===== config.mk =====
export PLATFORM = sky130hd
export DESIGN_NAME = multi_axis_homing_sequencer
export DESIGN_NICKNAME = d
export VERILOG_FILES = /design/src/hdl/mahs_pkg.sv /design/src/hdl/mahs_pulse_lanes.sv /design/src/hdl/multi_axis_homing_sequencer.sv
export SDC_FILE = /design/constraint.sdc
export NUM_CORES = 1
export LEC_CHECK = 0
export ABC_AREA = 1
export BUFFER_PORTS_ARGS = -buffer_cell sky130_fd_sc_hd__buf_4
export CORE_MARGIN = 3
export CORE_UTILIZATION = 50
export DETAILED_ROUTE_END_ITERATION = 6
export MAX_ROUTING_LAYER = met4
export PLACE_DENSITY = 0.74
export SYNTH_ARGS = -nofsm -noshare
export SYNTH_HDL_FRONTEND = slang
export SYNTH_SLANG_ARGS = --single-unit

===== constraint.sdc =====
create_clock -name clk -period 8.1 [get_ports clk]
set_clock_uncertainty 0.15 [all_clocks]
set_input_delay 0.405 -clock clk [delete_from_list [all_inputs] [get_ports clk]]
set_output_delay 0.405 -clock clk [all_outputs]
set_load 0.05 [all_outputs]

===== src/hdl/mahs_pkg.sv =====
`timescale 1ns / 1ps
// ----------------------------------------------------------------------------
// mahs_pkg
// Shared types and constants of the multi-axis homing sequencer.
// ----------------------------------------------------------------------------
package mahs_pkg;

  // configuration register widths and reset values
  localparam int MAX_STEPS_W   = 24;
  localparam int TIMEOUT_W     = 32;
  localparam int RF_W          = 8;
  localparam int CFG_ADDR_W    = 3;
  localparam int CFG_DATA_W    = 32;
  localparam int OP_W          = 3;

  localparam logic [MAX_STEPS_W-1:0] MAX_STEPS_RST  = 24'd16000;
  localparam logic [TIMEOUT_W-1:0]   TIMEOUT_RST    = 32'd30000;
  localparam logic [RF_W-1:0]        RF_LIMIT_RST   = 8'd5;
  localparam logic [RF_W-1:0]        RF_COUNT_MAX   = 8'd255;

  // configuration register indexes
  typedef enum logic [CFG_ADDR_W-1:0] {
    CFG_MAX_STEPS       = 3'd0,
    CFG_TIMEOUT_MS      = 3'd1,
    CFG_READ_FAIL_LIMIT = 3'd2,
    CFG_APPROACH_EN     = 3'd3,
    CFG_OVERTRAVEL_EN   = 3'd4
  } cfg_reg_t;

  // event kinds on the input stream
  typedef enum logic [OP_W-1:0] {
    OP_TICK        = 3'd0,
    OP_HOME        = 3'd1,
    OP_ABORT       = 3'd2,
    OP_FAULT_RESET = 3'd3,
    OP_OVERTRAVEL  = 3'd4,
    OP_POWER_UP    = 3'd5
  } op_t;

  typedef enum logic [1:0] {
    STAGE_IDLE     = 2'd0,
    STAGE_APPROACH = 2'd1,
    STAGE_CASCADE  = 2'd2
  } stage_t;

  typedef enum logic [2:0] {
    CMD_NONE      = 3'd0,
    CMD_START     = 3'd1,
    CMD_STOP      = 3'd2,
    CMD_MOVE_ZERO = 3'd3,
    CMD_APPROACH  = 3'd4,
    CMD_ESTOP     = 3'd5
  } cmd_t;

  typedef enum logic [2:0] {
    EVT_NONE          = 3'd0,
    EVT_READ_FAIL     = 3'd1,
    EVT_AXIS_FAULT    = 3'd2,
    EVT_OT_TRIP       = 3'd3,
    EVT_DONE          = 3'd4,
    EVT_CASCADE_START = 3'd5,
    EVT_ABORT         = 3'd6
  } evt_t;

  typedef enum logic [1:0] {
    FK_NONE       = 2'd0,
    FK_HOMING     = 2'd1,
    FK_OVERTRAVEL = 2'd2
  } fault_kind_t;

  // control of the per-axis pulse counters
  typedef struct packed {
    logic clear;
    logic count;
  } lane_ctrl_t;

endpackage


===== src/hdl/mahs_pulse_lanes.sv =====
`timescale 1ns / 1ps
// ----------------------------------------------------------------------------
// mahs_pulse_lanes
// Per-axis saturating pulse counters with over-limit compare.
// ----------------------------------------------------------------------------
module mahs_pulse_lanes #(
  parameter int NUM_AXES   = 9,
  parameter int COUNT_BITS = 24
) (
  input  logic                           clk,
  input  logic                           rst,
  input  mahs_pkg::lane_ctrl_t           ctrl,
  input  logic [NUM_AXES-1:0]            steps,
  input  logic [mahs_pkg::MAX_STEPS_W-1:0] max_steps,
  output logic [NUM_AXES-1:0]            over_mask
);
  import mahs_pkg::*;

  localparam int CMP_W = (COUNT_BITS > MAX_STEPS_W) ? COUNT_BITS : MAX_STEPS_W;

  logic [COUNT_BITS-1:0] count     [NUM_AXES];
  logic [COUNT_BITS-1:0] count_inc [NUM_AXES];

  for (genvar i = 0; i < NUM_AXES; i++) begin : g_lane
    // add this tick's pulse, holding at full scale
    assign count_inc[i] = (steps[i] && (count[i] != {COUNT_BITS{1'b1}})) ?
                          count[i] + 1'b1 : count[i];

    // judged on the count including this tick
    assign over_mask[i] = CMP_W'(count_inc[i]) > CMP_W'(max_steps);

    always_ff @(posedge clk) begin
      if (rst || ctrl.clear) begin
        count[i] <= '0;
      end else if (ctrl.count) begin
        count[i] <= count_inc[i];
      end
    end
  end

endmodule


===== src/hdl/multi_axis_homing_sequencer.sv =====
`timescale 1ns / 1ps
// ----------------------------------------------------------------------------
// multi_axis_homing_sequencer
// Homing sequencer for a row of stepper axes: approach, pulse cascade,
// per-axis over-limit, timeout, read-failure and over-travel faults.
// ----------------------------------------------------------------------------
//  channel   | direction | contents
//  ----------+-----------+------------------------------------------------
//  s_axis    | in        | one event beat: op in tuser, sensor data in tdata
//  m_axis    | out       | one result beat per event
//  cfg       | in        | register write, index + data, no read-back
//
// Beats pass through the input register, then the result register; one
// beat is taken every cycle while the result is not stalled. Each event is
// decoded combinationally between the two registers; the per-axis counters
// and the 32-bit elapsed-time compare set that path. Reset is synchronous
// and clears all state. A stalled result holds and backs up the input
// register, and the input side stalls only while both are full.
// ----------------------------------------------------------------------------
module multi_axis_homing_sequencer #(
  parameter int NUM_AXES   = 9,
  parameter int COUNT_BITS = 24
) (
  input  logic                              clk,
  input  logic                              rst,
  // op
  input  logic [mahs_pkg::OP_W-1:0]         s_tuser,
  // time_ms, io_valid, home_sensors, step_mask, move_done,
  // all_within_approach, overtravel_left, overtravel_right, manual_mode
  input  logic [((38+2*NUM_AXES+7)/8)*8-1:0] s_tdata,
  input  logic                              s_tvalid,
  output logic                              s_tready,
  // stage, run_mask, command, fault_active, fault_axes, fault_kind,
  // positions_valid, request_accepted, event_code
  output logic [((13+2*NUM_AXES+7)/8)*8-1:0] m_tdata,
  output logic                              m_tvalid,
  input  logic                              m_tready,
  input  logic                              cfg_we,
  input  logic [mahs_pkg::CFG_ADDR_W-1:0]   cfg_addr,
  input  logic [mahs_pkg::CFG_DATA_W-1:0]   cfg_data
);
  import mahs_pkg::*;

  localparam int OUT_W = ((13 + 2*NUM_AXES + 7) / 8) * 8;
  localparam int OFS_IO    = 32;
  localparam int OFS_SENS  = 33;
  localparam int OFS_STEP  = 33 + NUM_AXES;
  localparam int OFS_FLAGS = 33 + 2*NUM_AXES;
  localparam logic [NUM_AXES-1:0] ALL_AXES = {NUM_AXES{1'b1}};
  localparam logic [NUM_AXES-1:0] END_LEFT  = NUM_AXES'(1);
  localparam logic [NUM_AXES-1:0] END_RIGHT = NUM_AXES'(1) << (NUM_AXES - 1);

  // configuration registers
  logic [MAX_STEPS_W-1:0] max_steps;
  logic [TIMEOUT_W-1:0]   timeout_ms;
  logic [RF_W-1:0]        read_fail_limit;
  logic                   approach_enabled;
  logic                   ot_alarm_en;

  // input register
  logic                in_valid;
  op_t                 in_op;
  logic [31:0]         in_time;
  logic                in_io;
  logic [NUM_AXES-1:0] in_sens;
  logic [NUM_AXES-1:0] in_step;
  logic                in_move_done;
  logic                in_within;
  logic                in_ot_left;
  logic                in_ot_right;
  logic                in_manual;

  // sequencer state
  stage_t              stage_reg,        stage_next;
  logic                pos_valid_reg,    pos_valid_next;
  logic                fault_latched,    fault_latched_next;
  logic [NUM_AXES-1:0] fault_axes_reg,   fault_axes_next;
  fault_kind_t         fault_kind_reg,   fault_kind_next;
  logic [RF_W-1:0]     read_fail_count,  read_fail_count_next;
  logic [31:0]         cascade_start_ms, cascade_start_ms_next;
  logic                start_pos_valid,  start_pos_valid_next;

  // result register
  stage_t              out_stage;
  logic [NUM_AXES-1:0] out_run,  run_next;
  cmd_t                out_cmd,  cmd_next;
  logic                out_fault;
  logic [NUM_AXES-1:0] out_faxes;
  fault_kind_t         out_fkind;
  logic                out_posv;
  logic                out_acc,  acc_next;
  evt_t                out_evt,  evt_next;

  // decode
  logic                advance;
  logic                cascade_tick;
  logic                home_ok;
  logic                begin_cascade;
  logic                to_approach;
  logic                home_zero;
  logic                abort_cascade;
  logic                fault_reset;
  logic                raise_fault;
  logic [NUM_AXES-1:0] raise_axes;
  fault_kind_t         raise_kind;
  logic                done;
  logic                timed_out;
  logic                read_fail;
  logic [RF_W-1:0]     rf_inc;
  logic [NUM_AXES-1:0] not_on;
  logic [NUM_AXES-1:0] over_mask;
  logic [NUM_AXES-1:0] ot_mask;
  logic [NUM_AXES-1:0] ot_read;
  logic                ot_take;
  lane_ctrl_t          lane_ctrl;

  // handshake: the result register frees a slot, the input register follows
  assign advance  = in_valid && (!m_tvalid || m_tready);
  assign s_tready = !in_valid || advance;

  always_ff @(posedge clk) begin
    if (rst) begin
      in_valid <= 1'b0;
    end else if (s_tready) begin
      in_valid <= s_tvalid;
    end
  end

  // input beat capture
  always_ff @(posedge clk) begin
    if (s_tvalid && s_tready) begin
      in_op        <= op_t'(s_tuser);
      in_time      <= s_tdata[31:0];
      in_io        <= s_tdata[OFS_IO];
      in_sens      <= s_tdata[OFS_SENS +: NUM_AXES];
      in_step      <= s_tdata[OFS_STEP +: NUM_AXES];
      in_move_done <= s_tdata[OFS_FLAGS];
      in_within    <= s_tdata[OFS_FLAGS + 1];
      in_ot_left   <= s_tdata[OFS_FLAGS + 2];
      in_ot_right  <= s_tdata[OFS_FLAGS + 3];
      in_manual    <= s_tdata[OFS_FLAGS + 4];
    end
  end

  // configuration writes
  always_ff @(posedge clk) begin
    if (rst) begin
      max_steps        <= MAX_STEPS_RST;
      timeout_ms       <= TIMEOUT_RST;
      read_fail_limit  <= RF_LIMIT_RST;
      approach_enabled <= 1'b1;
      ot_alarm_en      <= 1'b1;
    end else if (cfg_we) begin
      case (cfg_reg_t'(cfg_addr))
        CFG_MAX_STEPS:       max_steps        <= cfg_data[MAX_STEPS_W-1:0];
        CFG_TIMEOUT_MS:      timeout_ms       <= cfg_data[TIMEOUT_W-1:0];
        CFG_READ_FAIL_LIMIT: read_fail_limit  <= cfg_data[RF_W-1:0];
        CFG_APPROACH_EN:     approach_enabled <= cfg_data[0];
        CFG_OVERTRAVEL_EN:   ot_alarm_en      <= cfg_data[0];
        default: ;
      endcase
    end
  end

  // per-axis pulse counters
  assign lane_ctrl.clear = advance && begin_cascade;
  assign lane_ctrl.count = advance && cascade_tick;

  mahs_pulse_lanes #(
    .NUM_AXES   (NUM_AXES),
    .COUNT_BITS (COUNT_BITS)
  ) u_lanes (
    .clk       (clk),
    .rst       (rst),
    .ctrl      (lane_ctrl),
    .steps     (in_step),
    .max_steps (max_steps),
    .over_mask (over_mask)
  );

  // event decode shared by next state and outputs
  always_comb begin
    not_on       = ~in_sens;
    rf_inc       = (read_fail_count == RF_COUNT_MAX) ? read_fail_count
                                                     : read_fail_count + 1'b1;
    timed_out    = (in_time - cascade_start_ms) > timeout_ms;
    home_ok      = !fault_latched && (stage_reg == STAGE_IDLE);
    cascade_tick = (in_op == OP_TICK) && (stage_reg == STAGE_CASCADE);
    read_fail    = cascade_tick && !in_io;
    fault_reset  = (in_op == OP_FAULT_RESET) && fault_latched;
    abort_cascade = (in_op == OP_ABORT) && (stage_reg == STAGE_CASCADE);

    ot_read = '0;
    if (in_io) begin
      ot_read = (in_ot_left ? END_LEFT : '0) | (in_ot_right ? END_RIGHT : '0);
    end
    ot_mask = (ot_read == '0) ? (END_LEFT | END_RIGHT) : ot_read;
    ot_take = (in_op == OP_OVERTRAVEL) && ot_alarm_en && !fault_latched &&
              (stage_reg != STAGE_CASCADE) && !in_manual;

    home_zero   = (in_op == OP_HOME) && home_ok && pos_valid_reg && !approach_enabled;
    to_approach = (in_op == OP_HOME) && home_ok && pos_valid_reg && approach_enabled &&
                  !in_within;

    begin_cascade =
      ((in_op == OP_TICK) && (stage_reg == STAGE_APPROACH) && in_move_done) ||
      ((in_op == OP_HOME) && home_ok &&
       (!pos_valid_reg || (approach_enabled && in_within))) ||
      fault_reset ||
      ((in_op == OP_POWER_UP) && in_io && !in_manual && (in_sens != ALL_AXES));

    raise_fault = 1'b0;
    raise_axes  = '0;
    raise_kind  = FK_HOMING;
    done        = 1'b0;
    if (read_fail) begin
      if (rf_inc >= read_fail_limit) begin
        raise_fault = 1'b1;
        raise_axes  = ALL_AXES;
      end
    end else if (cascade_tick) begin
      if ((not_on & over_mask) != '0) begin
        raise_fault = 1'b1;
        raise_axes  = not_on & over_mask;
      end else if (timed_out) begin
        raise_fault = 1'b1;
        raise_axes  = not_on;
      end else if (not_on == '0) begin
        done = 1'b1;
      end
    end else if (ot_take) begin
      raise_fault = 1'b1;
      raise_axes  = ot_mask;
      raise_kind  = FK_OVERTRAVEL;
    end else if ((in_op == OP_POWER_UP) && !in_io) begin
      raise_fault = 1'b1;
      raise_axes  = ALL_AXES;
    end
  end

  // next state
  always_comb begin
    stage_next            = stage_reg;
    pos_valid_next        = pos_valid_reg;
    fault_latched_next    = fault_latched;
    fault_axes_next       = fault_axes_reg;
    fault_kind_next       = fault_kind_reg;
    read_fail_count_next  = read_fail_count;
    cascade_start_ms_next = cascade_start_ms;
    start_pos_valid_next  = start_pos_valid;

    if (fault_reset) begin
      fault_latched_next = 1'b0;
      fault_axes_next    = '0;
      fault_kind_next    = FK_NONE;
    end
    if (cascade_tick) begin
      read_fail_count_next = in_io ? '0 : rf_inc;
    end
    if (begin_cascade) begin
      stage_next            = STAGE_CASCADE;
      read_fail_count_next  = '0;
      cascade_start_ms_next = in_time;
      start_pos_valid_next  = pos_valid_reg;
    end
    if (to_approach) begin
      stage_next = STAGE_APPROACH;
    end
    if (in_op == OP_ABORT) begin
      stage_next = STAGE_IDLE;
    end
    if (abort_cascade && !start_pos_valid) begin
      pos_valid_next = 1'b0;
    end
    if ((in_op == OP_POWER_UP) && in_io && !in_manual && (in_sens == ALL_AXES)) begin
      pos_valid_next = 1'b1;
    end
    if (done) begin
      stage_next     = STAGE_IDLE;
      pos_valid_next = 1'b1;
    end
    if (raise_fault) begin
      stage_next         = STAGE_IDLE;
      pos_valid_next     = 1'b0;
      fault_latched_next = 1'b1;
      fault_axes_next    = raise_axes;
      fault_kind_next    = raise_kind;
    end
  end

  // result fields of this beat
  always_comb begin
    cmd_next = CMD_NONE;
    evt_next = EVT_NONE;
    run_next = '0;
    acc_next = (in_op == OP_HOME) && home_ok;

    if (begin_cascade) begin
      cmd_next = CMD_START;
      evt_next = EVT_CASCADE_START;
    end else if (raise_fault) begin
      cmd_next = (raise_kind == FK_OVERTRAVEL) ? CMD_ESTOP : CMD_STOP;
      evt_next = (raise_kind == FK_OVERTRAVEL) ? EVT_OT_TRIP : EVT_AXIS_FAULT;
    end else if (read_fail) begin
      cmd_next = CMD_STOP;
      evt_next = (rf_inc == RF_W'(1)) ? EVT_READ_FAIL : EVT_NONE;
    end else if (done) begin
      cmd_next = CMD_STOP;
      evt_next = EVT_DONE;
    end else if (cascade_tick) begin
      run_next = not_on;
    end else if (home_zero) begin
      cmd_next = CMD_MOVE_ZERO;
    end else if (to_approach) begin
      cmd_next = CMD_APPROACH;
    end else if (in_op == OP_ABORT) begin
      cmd_next = abort_cascade ? CMD_STOP : CMD_NONE;
      evt_next = EVT_ABORT;
    end
  end

  // state registers
  always_ff @(posedge clk) begin
    if (rst) begin
      stage_reg        <= STAGE_IDLE;
      pos_valid_reg    <= 1'b0;
      fault_latched    <= 1'b0;
      fault_axes_reg   <= '0;
      fault_kind_reg   <= FK_NONE;
      read_fail_count  <= '0;
      cascade_start_ms <= '0;
      start_pos_valid  <= 1'b0;
    end else if (advance) begin
      stage_reg        <= stage_next;
      pos_valid_reg    <= pos_valid_next;
      fault_latched    <= fault_latched_next;
      fault_axes_reg   <= fault_axes_next;
      fault_kind_reg   <= fault_kind_next;
      read_fail_count  <= read_fail_count_next;
      cascade_start_ms <= cascade_start_ms_next;
      start_pos_valid  <= start_pos_valid_next;
    end
  end

  // result register
  always_ff @(posedge clk) begin
    if (rst) begin
      m_tvalid <= 1'b0;
    end else if (advance) begin
      m_tvalid <= 1'b1;
    end else if (m_tready) begin
      m_tvalid <= 1'b0;
    end
  end

  always_ff @(posedge clk) begin
    if (advance) begin
      out_stage <= stage_next;
      out_run   <= run_next;
      out_cmd   <= cmd_next;
      out_fault <= fault_latched_next;
      out_faxes <= fault_axes_next;
      out_fkind <= fault_kind_next;
      out_posv  <= pos_valid_next;
      out_acc   <= acc_next;
      out_evt   <= evt_next;
    end
  end

  assign m_tdata = OUT_W'({out_evt, out_acc, out_posv, out_fkind, out_faxes, out_fault,
                           out_cmd, out_run, out_stage});

  // checks
  a_fault_kind_set: assert property (@(posedge clk) disable iff (rst)
    fault_latched |-> (fault_kind_reg != FK_NONE))
    else $error("latched fault without a kind");

  a_fault_clear: assert property (@(posedge clk) disable iff (rst)
    !fault_latched |-> (fault_kind_reg == FK_NONE) && (fault_axes_reg == '0))
    else $error("fault fields left over after clear");

  a_run_in_cascade: assert property (@(posedge clk) disable iff (rst)
    m_tvalid && (out_run != '0) |-> (out_stage == STAGE_CASCADE) && (out_cmd == CMD_NONE))
    else $error("run mask outside a running cascade");

  a_accept_cmd: assert property (@(posedge clk) disable iff (rst)
    m_tvalid && out_acc |->
      (out_cmd == CMD_START) || (out_cmd == CMD_MOVE_ZERO) || (out_cmd == CMD_APPROACH))
    else $error("accepted request without a move command");

  a_state_holds: assert property (@(posedge clk) disable iff (rst)
    !advance |=> $stable(stage_reg) && $stable(fault_latched) && $stable(read_fail_count))
    else $error("state changed without an event");

endmodule


Word level (Yosys, flattened, before mapping)
Memory sizes are Yosys's and may differ from the RTL's.
Cells that the tools add are included.
{"block": "word_totals", "regBits": 214, "mem_bits_rw": 216, "inputBits": 99, "output_inout_bits": 34, "word_cells": 253, "n_memories": 1}
{"memory": "u_lanes.count", "depth": 9, "width": 24, "read_ports": 9, "rd_clocked_by_memory_dff": 0, "wr": 9, "line": "mahs_pulse_lanes.sv:21", "text": "logic [COUNT_BITS-1:0] count [NUM_AXES];"}
{"block": "op_classes", "add_sub_neg": 11, "order_cmp": 11, "n_eq_ne": 26, "mux": 88, "bitwise": 13, "reduce_logical": 69}
{"operator": "24-bit two-way mux", "n": 18}
{"operator": "24-bit by 1-bit adder with 24-bit output, second input constant", "n": 9}
{"operator": "24-bit greater-than comparator", "n": 9}
{"operator": "24-bit inequality test, second input constant", "n": 9}
{"operator": "9-bit two-way mux", "n": 12}
{"operator": "3-bit two-way mux", "n": 14}
{"operator": "1-bit logical AND", "n": 37}
{"operator": "32-bit greater-than comparator", "n": 1}
{"operator": "8-bit two-way mux", "n": 4}
{"operator": "32-bit subtractor", "n": 1}
{"operator": "1-bit two-way mux", "n": 28}
{"operator": "2-bit two-way mux", "n": 12}
{"operator": "9-bit logical NOT", "n": 2}
{"operator": "2-bit AND reduction", "n": 7}
{"operator": "3-bit by 2-bit == test with 1-bit output, second input constant", "n": 4}
{"operator": "9-bit AND", "n": 1}
{"operator": "3-bit == test, second input constant", "n": 3}
{"operator": "9-bit == test, second input constant", "n": 1}
{"operator": "1-bit logical NOT", "n": 9}
{"operator": "9-bit inequality test, second input constant", "n": 1}
{"operator": "9-bit NOT", "n": 1}
{"operator": "1-bit bitwise OR", "n": 9}
{"operator": "1-bit by 9-bit bitwise OR with 9-bit output", "n": 1}
{"operator": "9-bit nonzero test", "n": 1}
{"operator": "other kinds (14)", "n": 24}

Longest topological paths before layout
Gate-level depths: netlist of the first run.
An unclocked memory read counts as a cell.
{"block": "depth", "depth_word": 13, "mapped_depth": 37, "depth_no_buf": 37}

By module
A second synthesis of the first run with hierarchy kept.
{"block": "hier_totals", "cells_unflattened": 4446, "hier_area_um2": 32408.6}
{"module": "mahs_pulse_lanes", "instances": 1, "cells_each": 3146, "area_per_inst_um2": 21519.4}
{"module": "multi_axis_homing_sequencer", "instances": 1, "cells_each": 1300, "area_per_inst_um2": 10889.2}

Worst setup path after synthesis of the first run
OpenSTA, ideal clock, no wires.
{"block": "synth_path", "path_type": "register -> register", "startpoint": "register m_tvalid", "endpoint": "memory u_lanes.count[0][0], enable pin", "arrival_time_ns": 5.144, "required_time_ns": 6.222, "setup_slack_ns": 1.078, "stages_incl_launch_ff": 8, "synth_period_minus_slack_ns": 7.022, "path_cell_list": "dfxtp_1 > nand2_1 > nand2_1 > clkinv_1 > nand2_1 > inv_2 > nor2_1 > nand2_1"}
{"element": "from (decl)", "line": "multi_axis_homing_sequencer.sv:36", "text": "output logic m_tvalid,"}
{"element": "from (signal assigned)", "line": "multi_axis_homing_sequencer.sv:348", "text": "m_tvalid <= 1'b0;"}
{"element": "from (signal assigned)", "line": "multi_axis_homing_sequencer.sv:350", "text": "m_tvalid <= 1'b1;"}
{"element": "from (signal assigned)", "line": "multi_axis_homing_sequencer.sv:352", "text": "m_tvalid <= 1'b0;"}
{"element": "to (decl)", "line": "mahs_pulse_lanes.sv:21"}

Final worst setup path of the first run
{"block": "layout_path", "startpoint": "register in_time[3]", "endpoint": "register out_faxes[0] (data pin)"}
{"block": "layout_between", "elab_chain_len": 7, "word_cells_on_any_way": 11, "cone_classes": "add/sub: 1; order compare: 1; mux: 9"}
{"element": "from (decl)", "line": "multi_axis_homing_sequencer.sv:63", "text": "logic [31:0] in_time;"}
{"element": "from (signal assigned)", "line": "multi_axis_homing_sequencer.sv:133", "text": "in_time <= s_tdata[31:0];"}
{"element": "32-bit subtractor (*)", "line": "multi_axis_homing_sequencer.sv:186", "text": "timed_out = (in_time - cascade_start_ms) > timeout_ms;"}
{"element": "32-bit greater-than comparator (*)", "line": "multi_axis_homing_sequencer.sv:186"}
{"element": "9-bit two-way mux or 1-bit two-way mux (tied branches)", "line": "multi_axis_homing_sequencer.sv:225", "text": "end else if (timed_out) begin"}
{"element": "9-bit two-way mux or 1-bit two-way mux (tied branches)", "line": "multi_axis_homing_sequencer.sv:222", "text": "if ((not_on & over_mask) != '0) begin"}
{"element": "9-bit two-way mux or 1-bit two-way mux (tied branches)", "line": "multi_axis_homing_sequencer.sv:221", "text": "end else if (cascade_tick) begin"}
{"element": "9-bit two-way mux or 1-bit two-way mux (tied branches)", "line": "multi_axis_homing_sequencer.sv:216", "text": "if (read_fail) begin"}
{"element": "9-bit two-way mux (*)", "line": "multi_axis_homing_sequencer.sv:282", "text": "if (raise_fault) begin"}
{"element": "via fault_axes_next[0]", "line": "multi_axis_homing_sequencer.sv:77", "text": "logic [NUM_AXES-1:0] fault_axes_reg, fault_axes_next;"}
{"element": "to (signal assigned)", "line": "multi_axis_homing_sequencer.sv:362", "text": "out_faxes <= fault_axes_next;"}
{"element": "to (decl)", "line": "multi_axis_homing_sequencer.sv:88", "text": "logic [NUM_AXES-1:0] out_faxes;"}
The timed path passes the listed nets; every way through them passes the cells marked *.
A chain may end at the register's enable or synchronous reset.

==> results.ini, run 1 <==
[die]
die-area_mm2=0.06117
ios=133
rows=87
dieWidth_um=247.3
coreArea_mm2=0.05704
start_util_pct=51.05
die_h_um=247.3

[drt]
wire_per_inst_um=16.36
drt_first_pass_iters=6
num_vias=24579
drt_wl_total_mm=76.45
ant_nets=0
drc_errors=0
drt_iter0_markers=1825
via_per_inst=5.260

[layout]
largest_register=u_lanes.count
drive_above_1_share_pct=7.433
regArea_mm2=0.01167
fin_util_pct=59.03
stdcell_count=4673
area_growth_pct=15.63
multiInputGateArea_mm2=0.01484
nets=4271
nFillCells=5014
largest_register_ffs=216

[global_routing]
grt_start_max_net_pins=145
grt_overflow_total=0
grt_pass1_wl_mm=121.1
grt_pass1_vias=23604
antenna_found_initial=1
grt_usage_pct=25.61

[clock_tree]
clock_sinks=430
clk_latency_ns=0.61
clock_path_buffers=3
cts_tree=done
cts_buffers=49
cts_setup_buffers=0
ctsRootBufferMaster=clkbuf_16
cts.clk_slew.worst_paths_ns=0.06
cts_max_level=2

[timing]
slew_violations=0
max_slew_margin_pct=23.05
worst_slack_ns=2.712
worst_slew_pin_slew_ns=1.154
setup_tns_ns=0
worst_hold_slack_ns=0.08522
setup_viol=0
fin_crit_ns=5.388
post-route-period-util_pct=66.51
hold_viol=0
rsz0062_at_grt=no
max_freq_mhz=185.6

[critical_path]
worstReg2RegEnd=out_faxes[0]$_DFFE_PP_
cp_common_cell=nand2_1
critPathMaxFanout=12
crit_required_ns=8.31
r2r_setup_slack_ns=2.71
crit_path_start_kind=flip-flop
slowest_delay_ns=0.39
setup.worst_path.class=flip-flop to flip-flop
end_kind=flip-flop
r2r_start=in_time[3]$_DFFE_PP_
r2r_cells=29
slowest_stage=edfxtp_1
cp.arrival_ns=5.60

[yosys]
muxShareOfSynthArea_pct=0
ys_warn_count=0
synth_top_family_by_area=simple AND/OR/NAND/NOR gates
syn_avg_cell_area_um2=7.984
synth_edf_count=306
async_reset_ff_share_pct=0
synth_top_area_cell=edfxtp_1
synth.net_count=4044
synth-compound-area-share_pct=9.277
synth_cell_types=57
synth_fa_ha_area_share_pct=12.83
yosys.area_share.xor_xnor_pct=6.647
synth_area_leaders=edfxtp_1 32%, ha_1 13%, nand2_1 8.6%
synth-seq-cells=430
netlist_instances=3647
synth-simple-area-share_pct=22.13
ys_seq_area_share_pct=40.08
ys.flop_type=edfxtp_1
netlist_area_mm2=0.02912
synth_top_area_share_pct=31.56

[placement]
routabilityCongestion=0.9269
numPortBuffers=131
pre_cts_slack_ns=2.745
dpl.cell_count=4477
place_hpwl_mm=52.39

[hold_path]
hold_end=timeout_ms[0]$_SDFFE_PP0P_
hold_path_depth=3
hold_class=input port to flip-flop
hp-start=cfg_data[0]

[pwr]
vdd_drop_max_v=0.0002020
power.density_mw_per_mm2=174.5
leakagePower_nw=15.28

[run]
drv_cap=0

[outcome]
status=finished, final reports clean

## cell usage after synthesis (all sizes together), types with 27 or more instances
cell type / instances
a21oi: 258
clkbuf: 60
dfxtp: 124
edfxtp: 306
ha: 297
inv: 624
nand2: 679
nand3: 136
nand4: 63
nor2: 484
nor3: 78
nor4: 27
o21ai: 168
xnor2: 40
xor2: 181
## worst max-delay path by stage
| stage | startpoint | endpoint | depth (start not counted) |
|---|---|---|---|
| floorplan | m_tvalid$_SDFFE_PP0P_ | u_lanes.count[0][0]$_SDFFCE_PN0P_ | 7 |
| finish | in_time[3]$_DFFE_PP_ | out_faxes[0]$_DFFE_PP_ | 29 |
| global placement | in_time[3]$_DFFE_PP_ | out_faxes[0]$_DFFE_PP_ | 29 |
| CTS | in_time[3]$_DFFE_PP_ | out_faxes[0]$_DFFE_PP_ | 29 |
| detailed placement | in_time[3]$_DFFE_PP_ | out_faxes[0]$_DFFE_PP_ | 29 |
| global route | u_lanes.count[1][0]$_SDFFCE_PN0P_ | fault_axes_reg[2]$_SDFFE_PP0P_ | 35 |
## metal layers
layer  routed length [µm]  track usage (%)  vias up
met5                    0                -        -
met4                 2712            8.926        0
met3                 4547            2.906      156
met2                35280            41.90      735
met1                33910            33.04    11291
li1                     -                -    12397
## cell usage in the layout (no fill, tap or decap), drive strengths merged, types with 4 or more instances in the layout
| cell | netlist | final |
|---|---|---|
| nor2b | 8 | 8 |
| nand3 | 136 | 136 |
| bufinv | 0 | 9 |
| xor2 | 181 | 181 |
| a211oi | 8 | 8 |
| buf | 8 | 142 |
| clkbuf | 60 | 60 |
| ha | 297 | 297 |
| a21oi | 258 | 258 |
| clkinv | 1 | 21 |
| nor3b | 5 | 5 |
| o22ai | 4 | 4 |
| and3 | 5 | 5 |
| nand2 | 679 | 679 |
| a21boi | 6 | 6 |
| xnor2 | 40 | 40 |
| nand3b | 7 | 7 |
| nand4 | 63 | 63 |
| nor4 | 27 | 27 |
| dlygate4sd3 | 0 | 102 |
| or2 | 7 | 7 |
| o211ai | 18 | 18 |
| inv | 624 | 627 |
| nor3 | 78 | 78 |
| edfxtp | 306 | 306 |
| o21a | 10 | 10 |
| a31oi | 4 | 4 |
| a21o | 18 | 18 |
| dfxtp | 124 | 124 |
| nor2 | 484 | 484 |
| o21ai | 168 | 168 |
## stage by stage
step / power [W] / instance area (µm²)
finish: 0.005875 / 33670
global route: 0.006125 / 33670
CTS: 0.005895 / 33670
detailed placement: 0.003408 / 30880
global placement: 0.003387 / 30880
floorplan: 0.003164 / 29120
## what timing repair did
item | in CTS | in global routing
hold buffers | 102 | 0
endpoints found under the hold margin | 121 | 0
resized for setup | 0 | 0
## power breakdown
group | internal [W] | total, W | switching, W | leakage (nW)
combinational | 0.000329 | 0.000878 | 0.000549 | 10.3
sequential | 0.00246 | 0.00254 | 0.0000776 | 4.12
clock | 0.00148 | 0.00246 | 0.000975 | 0.872
## cell type report
class	count	area share [%]
tap	756	2.809
multi-input combinational	2524	44.07
inverter	625	6.967
timing repair buffer	244	6.235
clock inverter	32	1.200
sequential	430	34.66
antenna	2	0.01486
clock buffer	60	4.043
## cell families after synthesis
family,after synthesis
simple gates,1504
buf+inv,693
compound gates,500
flops,430
fa+ha+maj,298
xor+xnor,221
other cells,1
## worst max-delay path: cells and delay by family, from the launching register on
family                   cells  cell delay [ns]
AO/OA/AOI/OAI                5             1.10
XOR/XNOR                     1             0.16
adder cells (fa/ha/maj)      2             0.68
buffers and inverters        2             0.13
flip-flops                   1             0.39
AND/OR/NAND/NOR             19             2.54
No activity file was read; power rests on OpenSTA's default activity.
==> run 2, diff against run 1 <==
--- a/config.mk
+++ b/config.mk
@@ -11,7 +11,7 @@
 export CORE_UTILIZATION = 50
 export DETAILED_ROUTE_END_ITERATION = 6
 export MAX_ROUTING_LAYER = met4
-export PLACE_DENSITY = 0.74
+export PLACE_DENSITY = 0.77
 export SYNTH_ARGS = -nofsm -noshare
 export SYNTH_HDL_FRONTEND = slang
 export SYNTH_SLANG_ARGS = --single-unit
==> constraint.sdc (replaced) <==
create_clock -name clk -period 4.8 [get_ports clk]
set_clock_uncertainty 0.15 [all_clocks]
set_input_delay 0.24 -clock clk [delete_from_list [all_inputs] [get_ports clk]]
set_output_delay 0.24 -clock clk [all_outputs]
set_load 0.05 [all_outputs]
==> results.ini, run 2 (same netlist as run 1, synthesis figures left out) <==
[layout]
nFillCells=4801  ; -4.2%
layout_commonest_cell=nand2_1
largest_register_ffs=216  ; unchanged
drive_above_1_share_pct=13.74  ; +6.3 points
largest_register=u_lanes.count
multiInputGateArea_mm2=0.01570  ; +5.8%
stdcell_count=4776  ; +2.2%
nets=4373  ; +2.4%
area_growth_pct=21.23
final_cell_mix=633 x nand2_1, 600 x inv_1, 423 x nor2_1
regArea_mm2=0.01167  ; unchanged

[pwr]
switchingPower_w=0.002770  ; +73%
power.density_mw_per_mm2=279.9  ; +60%
pwr-share-seq_pct=43.4  ; +0.2 points
p_int_w=0.007112  ; +66%
pwr-share-comb_pct=16.5  ; +1.6 points
finalPower_w=0.009882  ; +68%
leakagePower_nw=15.90  ; +4.0%
vdd_drop_max_v=0.0003007  ; +49%
switching_share_pct=28.03  ; +0.78 points
pwr-share-clk_pct=40.2  ; -1.7 points

[run]
drv_cap=0  ; unchanged

[global_routing]
antenna_found_initial=2  ; +1
grt-busiest-layer=met2
grt_usage_pct=25.47  ; -0.13 points
use_met2_pct=40.92  ; -0.98 points
grt_overflow_total=0  ; unchanged
use_met1_pct=31.99  ; -1.1 points
grt_pass1_vias=23958  ; +1.5%
grt_pass1_wl_mm=120.3  ; -0.73%
grt_start_max_net_pins=109  ; -25%
use_met3_pct=4.359  ; +1.5 points

[die]
die_h_um=247.3  ; unchanged
start_util_pct=51.05  ; unchanged
dieWidth_um=247.3  ; unchanged
coreArea_mm2=0.05704  ; unchanged
die-area_mm2=0.06117  ; unchanged
ios=133  ; unchanged
rows=87  ; unchanged

[placement]
dpl.cell_count=4530  ; +1.2%
place_hpwl_mm=53.66  ; +2.4%
numPortBuffers=131  ; unchanged
pre_cts_slack_ns=0.05722  ; -2.687 ns
routabilityCongestion=0.9594  ; +3.5%

[timing]
max_freq_mhz=214.4  ; +16%
worst_slack_ns=0.1365  ; -2.576 ns
hold_viol=0  ; unchanged
post-route-period-util_pct=97.16  ; +31 points
slew_violations=0  ; unchanged
fin_crit_ns=4.664  ; -0.7241 ns
max_slew_margin_pct=31.10  ; +8.0 points
setup_viol=0  ; unchanged
worst_hold_slack_ns=0.1839  ; +0.09868 ns
worst_slew_pin_slew_ns=1.034  ; -0.1206 ns

[hold_path]
hold_class=input port to flip-flop
hp-start=s_tdata[4]

[critical_path]
crit_required_ns=5.03  ; -3.28 ns
crit_path_start_kind=flip-flop
end_kind=flip-flop
slowest_delay_ns=0.39  ; about the same
cp_common_cell=nand2_1
slowest_stage=edfxtp_1
critPathMaxFanout=5  ; -7
cp.arrival_ns=4.90  ; -0.70 ns
r2r_start=u_lanes.count[5][0]$_SDFFCE_PN0P_
r2r_setup_slack_ns=0.14  ; -2.58 ns
setup.worst_path.class=flip-flop to flip-flop
critPathLaunch=u_lanes.count[5][0]$_SDFFCE_PN0P_

[drt]
via_per_inst=5.299  ; +0.74%
drt_iter0_markers=2175  ; +19%
ant_nets=0  ; unchanged
drc_errors=0  ; unchanged
wire_per_inst_um=16.55  ; +1.2%
num_vias=25307  ; +3.0%
drt_first_pass_iters=6  ; unchanged
drt_wl_total_mm=79.06  ; +3.4%

[clock_tree]
cts_tree=done
cts.clk_slew.worst_paths_ns=0.06  ; about the same
clk_latency_ns=0.63  ; +0.02 ns
clock_sinks=430  ; unchanged
ctsRootBufferMaster=clkbuf_16
cts_max_level=2  ; unchanged
clock_path_buffers=3  ; unchanged
cts_buffers=50  ; +2.0%

[outcome]
status=finished, final reports clean

==> run 2: cell types whose count changed in the layout (fill, tap and decap cells not counted), moves of 14 or more <==
| cell | delta |
|---|---|
| buf_4 | +92 |
| nor2_1 | -42 |
| nand2_1 | -33 |
| nand2_2 | +27 |
| nor2_2 | +26 |
| nor2_4 | +16 |
| nand3_1 | -14 |
==> run 2: cell type report <==
class | instances | share of cell area (%)
diodes | 2 | 0.01418
clock buffers | 70 | 4.051
clock inverters | 24 | 0.8117
inverters | 625 | 6.663
multi-input cells | 2525 | 44.47
flip-flops and latches | 430 | 33.06
well taps | 756 | 2.680
repair buffers | 344 | 8.248
==> run 2: through the flow <==
stage	utilization, %	cell area [µm²]	setup TNS [ns]
after floorplan	-	29130	0
after global placement	54.94	31340	0
after detailed placement	54.94	31340	0
after CTS	59.79	34110	0
after global routing	61.89	35300	-1.597
final	61.89	35300	0
==> run 2: path summary, 6_finish.rpt <==
path,end,cells after the start
max,out_cmd[1]$_SDFFCE_PN0P_,29
min,in_time[4]$_DFFE_PP_,2
max reg2reg,out_cmd[1]$_SDFFCE_PN0P_,29
min reg2reg,cascade_start_ms[21]$_SDFFE_PP0P_,2
==> run 2: metal layers <==
layer | wire, µm | share of wire [%] | vias to the layer above
met3 | 5222 | 6.6 | 167
met2 | 36610 | 46 | 825
met4 | 3156 | 4.0 | 0
met5 | 0 | 0 | -
met1 | 34070 | 43 | 11716
li1 | - | - | 12599
==> run 2: worst max-delay path: cells and delay by family (launching register included) <==
kind / cells / cell delay [ns]
XOR/XNOR: 1 / 0.21
AO/OA/AOI/OAI: 3 / 0.73
adder cells (fa/ha/maj): 2 / 0.48
flip-flops: 1 / 0.39
AND/OR/NAND/NOR: 20 / 2.20
buffers and inverters: 3 / 0.26
==> run 2: what timing repair did <==
| action | in CTS | in global routing |
|---|---|---|
| gates resized for setup | 0 | 205 |
| buffers inserted | 0 | 44 |
| setup endpoints to repair | 0 | 43 |
| hold endpoints to repair | 139 | 0 |
| hold buffers | 105 | 0 |
==> run 2: power groups by stage <==
| stage | Clock, W | Combinational [W] | Sequential [W] |
|---|---|---|---|
| after floorplan | 0 | 0.000956 | 0.00437 |
| final | 0.00397 | 0.00163 | 0.00429 |
| after global routing | 0.00416 | 0.00183 | 0.00430 |
| after detailed placement | 0 | 0.00144 | 0.00435 |
| after CTS | 0.00403 | 0.00152 | 0.00428 |
| after global placement | 0 | 0.00141 | 0.00435 |
